===== config.mk =====
export PLATFORM = sky130hd
export DESIGN_NAME = slm_ctrl
export DESIGN_NICKNAME = d
export VERILOG_FILES = /design/src/rtl/slm_pkg.sv /design/src/rtl/slm_ctrl.sv
export SDC_FILE = /design/constraint.sdc
export NUM_CORES = 1
export LEC_CHECK = 0
export ABC_AREA = 0
export BUFFER_PORTS_ARGS = -buffer_cell sky130_fd_sc_hd__buf_2
export CORE_AREA = 10 10 47 49
export CTS_BUF_LIST = sky130_fd_sc_hd__clkbuf_16
export DETAILED_ROUTE_END_ITERATION = 16
export DIE_AREA = 0 0 57 59
export PLACE_DENSITY = 0.32
export SLEW_MARGIN = 0
export SYNTH_ARGS = -nofsm -noshare
export SYNTH_HDL_FRONTEND = slang
export SYNTH_SLANG_ARGS = --single-unit

===== constraint.sdc =====
create_clock -name clk -period 2.28 [get_ports clk]
set_input_delay 0 -clock clk [delete_from_list [all_inputs] [get_ports clk]]
set_output_delay 0 -clock clk [all_outputs]
set_load 0.05 [all_outputs]

===== src/rtl/slm_pkg.sv =====
package slm_pkg;

  // Controller states
  typedef enum logic [1:0] {
    ST_IDLE,
    ST_EVAL,
    ST_CLEAR
  } state_t;

  // Request commands
  localparam logic [1:0] CMD_SHARED = 2'd0;
  localparam logic [1:0] CMD_EXCL   = 2'd1;
  localparam logic [1:0] CMD_END    = 2'd2;

  // Verdict codes
  localparam logic [1:0] V_GRANTED = 2'd0;
  localparam logic [1:0] V_DENIED  = 2'd1;
  localparam logic [1:0] V_IGNORED = 2'd2;

  // Controller to datapath
  typedef struct packed {
    logic accept;       // request word taken this cycle
    logic commit;       // evaluate, write back, load result
    logic clear_start;  // restart clearing pass
    logic clear_step;   // zero one table entry and one ignored flag
  } ctrl_t;

  // Datapath to controller
  typedef struct packed {
    logic is_end;       // request word on the input is end of case
    logic out_room;     // result register free or draining
    logic clear_last;   // clearing pass at its last entry
  } stat_t;

endpackage


===== src/rtl/slm_ctrl.sv =====
module slm_ctrl
  import slm_pkg::*;
(
  input  logic  clk,
  input  logic  rst,
  input  logic  in_valid,
  output logic  in_ready,
  input  stat_t stat,
  output ctrl_t ctrl
);

  state_t state, state_next;

  // State register; reset starts with a clearing pass
  always_ff @(posedge clk) begin
    if (rst) begin
      state <= ST_CLEAR;
    end else begin
      state <= state_next;
    end
  end

  // Next state
  always_comb begin
    state_next = state;
    case (state)
      ST_IDLE: begin
        if (in_valid) begin
          state_next = stat.is_end ? ST_CLEAR : ST_EVAL;
        end
      end
      ST_EVAL: begin
        if (stat.out_room) begin
          state_next = ST_IDLE;
        end
      end
      ST_CLEAR: begin
        if (stat.clear_last) begin
          state_next = ST_IDLE;
        end
      end
      default: state_next = ST_IDLE;
    endcase
  end

  // Outputs
  always_comb begin
    in_ready         = 1'b0;
    ctrl.accept      = 1'b0;
    ctrl.commit      = 1'b0;
    ctrl.clear_start = 1'b0;
    ctrl.clear_step  = 1'b0;
    case (state)
      ST_IDLE: begin
        in_ready         = 1'b1;
        ctrl.accept      = in_valid;
        ctrl.clear_start = in_valid & stat.is_end;
      end
      ST_EVAL: begin
        ctrl.commit = stat.out_room;
      end
      ST_CLEAR: begin
        ctrl.clear_step = 1'b1;
      end
      default: begin
        in_ready = 1'b0;
      end
    endcase
  end

endmodule


==> qor.log <==
[finish] FF+latch area 40.0 sq um
[timing] Hold Vio Cnt, Final 0
[min_path] Worst Hold End state[1]$_SDFFE_PP1P_
[die] die span in x 57 microns
[placement] placed wire-length estimate after detailed placement 389 microns
[finish] post-layout instance count excluding filler cells 43
[cts] post-cts sizing count 0
[timing] remaining max-slew budget at the tightest pin 82.6%
[detailed_routing] via-per-instance ratio 3.47
[timing] max-slew violation count 0
[setup_path] critical register-to-register path startpoint state[0]$_SDFFE_PP0P_
[global_route] number of global-route vias before repair 187
[placement] cell count after placement 39
[detailed_routing] count of vias placed by the detailed router 149
[yosys] ranking of synthesized cells by area sky130_fd_sc_hd__dfxtp_1, sky130_fd_sc_hd__a211oi_2, sky130_fd_sc_hd__a311o_1
[detailed_routing] number of design-rule violations left by the first detailed-router iteration 1
[yosys] post-synthesis cell area 119 sq um
[finish] final cell utilization of the core 19.6%
[global_route] pin count of the biggest net entering global routing 7
[status] outcome completed
[finish] area occupied by multi-input gates 78.8 sq um
[timing] hold_ws 62.7 ps
[cts] clock tree from TritonCTS done
[timing] total of endpoints with negative setup slack in the final report 0
[cts] clock tree root buffer cell sky130_fd_sc_hd__clkbuf_16
[finish] cell area after layout 274 sq um
[yosys] net count after synthesis 19
[detailed_routing] WL/cell 11.5 microns
[power_and_ir_drop] Leak Pwr 0.126 nW
[yosys] number of synthesized register bits 2
[setup_path] Data arrival, critical path 1200 ps
[cts] count of H-tree levels built during CTS 1
[global_route] total congestion overflow after global routing 0
[yosys] fraction of synthesis flops using an asynchronous set or reset pin 0%
[timing] Setup TNS Final 0 ps
[yosys] post-synth cell types 11
[die] effective utilization at floorplan 8.48%
[placement] PortBufs 10
[yosys] Post-Syn Instances 13
[setup_path] worst path required time 2280 ps
[timing] clock period minus worst slack 1200 ps
[finish] register with the most flip-flops state
[die] DIE HEIGHT 59 microns
[yosys] cell accounting for the most synthesized area sky130_fd_sc_hd__dfxtp_1
[yosys] sequential fraction of the synthesis area 33.7%
[placement] cell area after placement 189 sq um
[yosys] most common library cells after synthesis sky130_fd_sc_hd__dfxtp_1, sky130_fd_sc_hd__nor2_1
[detailed_routing] final routed DRC violation total 0
[timing] final critical-path share of the clock period 52.8%
[yosys] EDFF count, synth 0
[yosys] dominant register cell in the synthesized netlist sky130_fd_sc_hd__dfxtp_1
[die] I/O pins 11
[detailed_routing] Antenna Nets Post-Route 0
[setup_path] type of element capturing the critical path output pin
[detailed_routing] Routed Wire Length 493 microns
[setup_path] Setup Crit Path Kind reg2out
[cts] clock latency on the worst-skew pair 220 ps
[timing] fmax 0.830 GHz
[setup_path] r2r worst-path depth 2
[yosys] total of warnings raised by yosys 0
[min_path] number of cells traversed by the worst hold path 2
[setup_path] register-to-register setup slack 1250 ps
[finish] n_diodes 0
[power_and_ir_drop] cell area power density 1250 nW/um^2
[die] Total Die Area 3360 sq um
[min_path] Worst Min Path Start in_valid
[timing] worst-case clock skew 2.06 ps
[global_route] first-pass GRT wire length 759 microns
[setup_path] highest net fanout along the worst path 5
[die] Core Area 1400 sq um
[cts] clk buf depth 2
[global_route] GR Util All Layers 3.32%
[finish] max reg flops 2
[cts] clock net sink count 2
[cts] Clk pin slew, worst setup/hold paths 30 ps
[finish] Synth-to-Final Area Change 131%
[flow_run] number of maximum-capacitance violations 0
[setup_path] worst reg2reg endpoint state[0]$_SDFFE_PP0P_
[power_and_ir_drop] worst-case vdd ir drop 446 uV
[setup_path] Worst setup SP type flop
[global_route] antenna violations before repair 0
[timing] worst-margin pin slew 263 ps
[finish] Regs by FF count state x2
[finish] layout cells sized above 1 55.6%
[finish] number of filler instances in the final layout 166
[yosys] Mean Syn Cell Area 9.14 sq um
[cts] TritonCTS buffer count 3
[detailed_routing] First-pass DRT Iterations 2
[yosys] fraction of synthesized cell area taken by the top area cell type 33.7%
[min_path] worst min path class in2reg
[placement] Placer Congestion 0.602
[finish] number of nets in the final layout 35
[timing] unrepaired setup endpoints after global routing false
[die] number of rows created at floorplan 14
-- how the worst max path moves through the flow --
stage,start,end,slack (ps)
2_1_floorplan,state[1]$_SDFFE_PP1P_,ctrl[1],640
5_1_grt,state[1]$_SDFFE_PP1P_,ctrl[1],950
3_5_place_dp,state[0]$_SDFFE_PP0P_,state[0]$_SDFFE_PP0P_,1250
4_1_cts,state[1]$_SDFFE_PP1P_,ctrl[1],1070
3_3_place_gp,state[0]$_SDFFE_PP0P_,state[0]$_SDFFE_PP0P_,1290
6_report,state[1]$_SDFFE_PP1P_,ctrl[1],1080
-- worst max-delay path: stages (launching register included) --
cell	delay, ps
sky130_fd_sc_hd__dfxtp_1	340
sky130_fd_sc_hd__nor2_1	210
sky130_fd_sc_hd__and3_1	170
sky130_fd_sc_hd__buf_2	260
-- per-stage QoR --
stage / power [W] / setup slack (ps)
floorplan: 0.0000666 / 640
global placement: 0.0000788 / 1290
detailed placement: 0.0000794 / 1250
global route: 0.000355 / 947
finish: 0.000342 / 1080
CTS: 0.000346 / 1070
-- layer usage --
layer	GRT usage, %	wire length, microns	share of wire (%)	vias to the layer above
met5	0	0	0	-
met1	4.01	286	58	61
met3	3.43	74	15	0
li1	-	-	-	77
met4	5.70	0	0	0
met2	1.55	133	27	11
-- placed cells by master (no fill, tap or decap) --
cell type / synthesis / layout
sky130_fd_sc_hd__a311o_1: 1 / 1
sky130_fd_sc_hd__or2b_1: 1 / 1
sky130_fd_sc_hd__or3b_1: 1 / 1
sky130_fd_sc_hd__nor2_1: 2 / 2
sky130_fd_sc_hd__dfxtp_1: 2 / 2
sky130_fd_sc_hd__a211oi_2: 1 / 1
sky130_fd_sc_hd__buf_2: 0 / 10
sky130_fd_sc_hd__nand2_1: 1 / 1
sky130_fd_sc_hd__clkbuf_16: 0 / 3
sky130_fd_sc_hd__nor3b_1: 1 / 1
sky130_fd_sc_hd__and3_1: 1 / 1
sky130_fd_sc_hd__and2_1: 1 / 1
sky130_fd_sc_hd__dlygate4sd3_1: 0 / 1
sky130_fd_sc_hd__and2b_2: 1 / 1
-- cell type report --
cell class | count | share of cell area, %
Multi-Input combinational cell | 11 | 28.8
Clock buffer | 3 | 27.4
Timing Repair Buffer | 11 | 21.9
Sequential cell | 2 | 14.6
Tap cell | 16 | 7.31
-- what timing repair did --
item	CTS	global route
hold endpoints to repair	1	0
hold buffers	1	0
setup buffers	0	0
-- where the power goes --
part	leakage, nW	internal [W]	switching, W
registers	0.0165	0.0000373	0.00000266
logic	0.0730	0.0000131	0.0000270
clock network	0.0370	0.000223	0.0000393
-- cell families (layout without fill, tap and decap cells) --
kind of cell           count (synthesis)  in the layout  share of synthesized area [%]
buffers and inverters                  0             14                              0
DFF                                    2              2                           33.7
and+or+nand+nor                        9              9                           47.4
AOI/OAI and AO/OA                      2              2                           18.9
(Power assumes the default switching activity.)
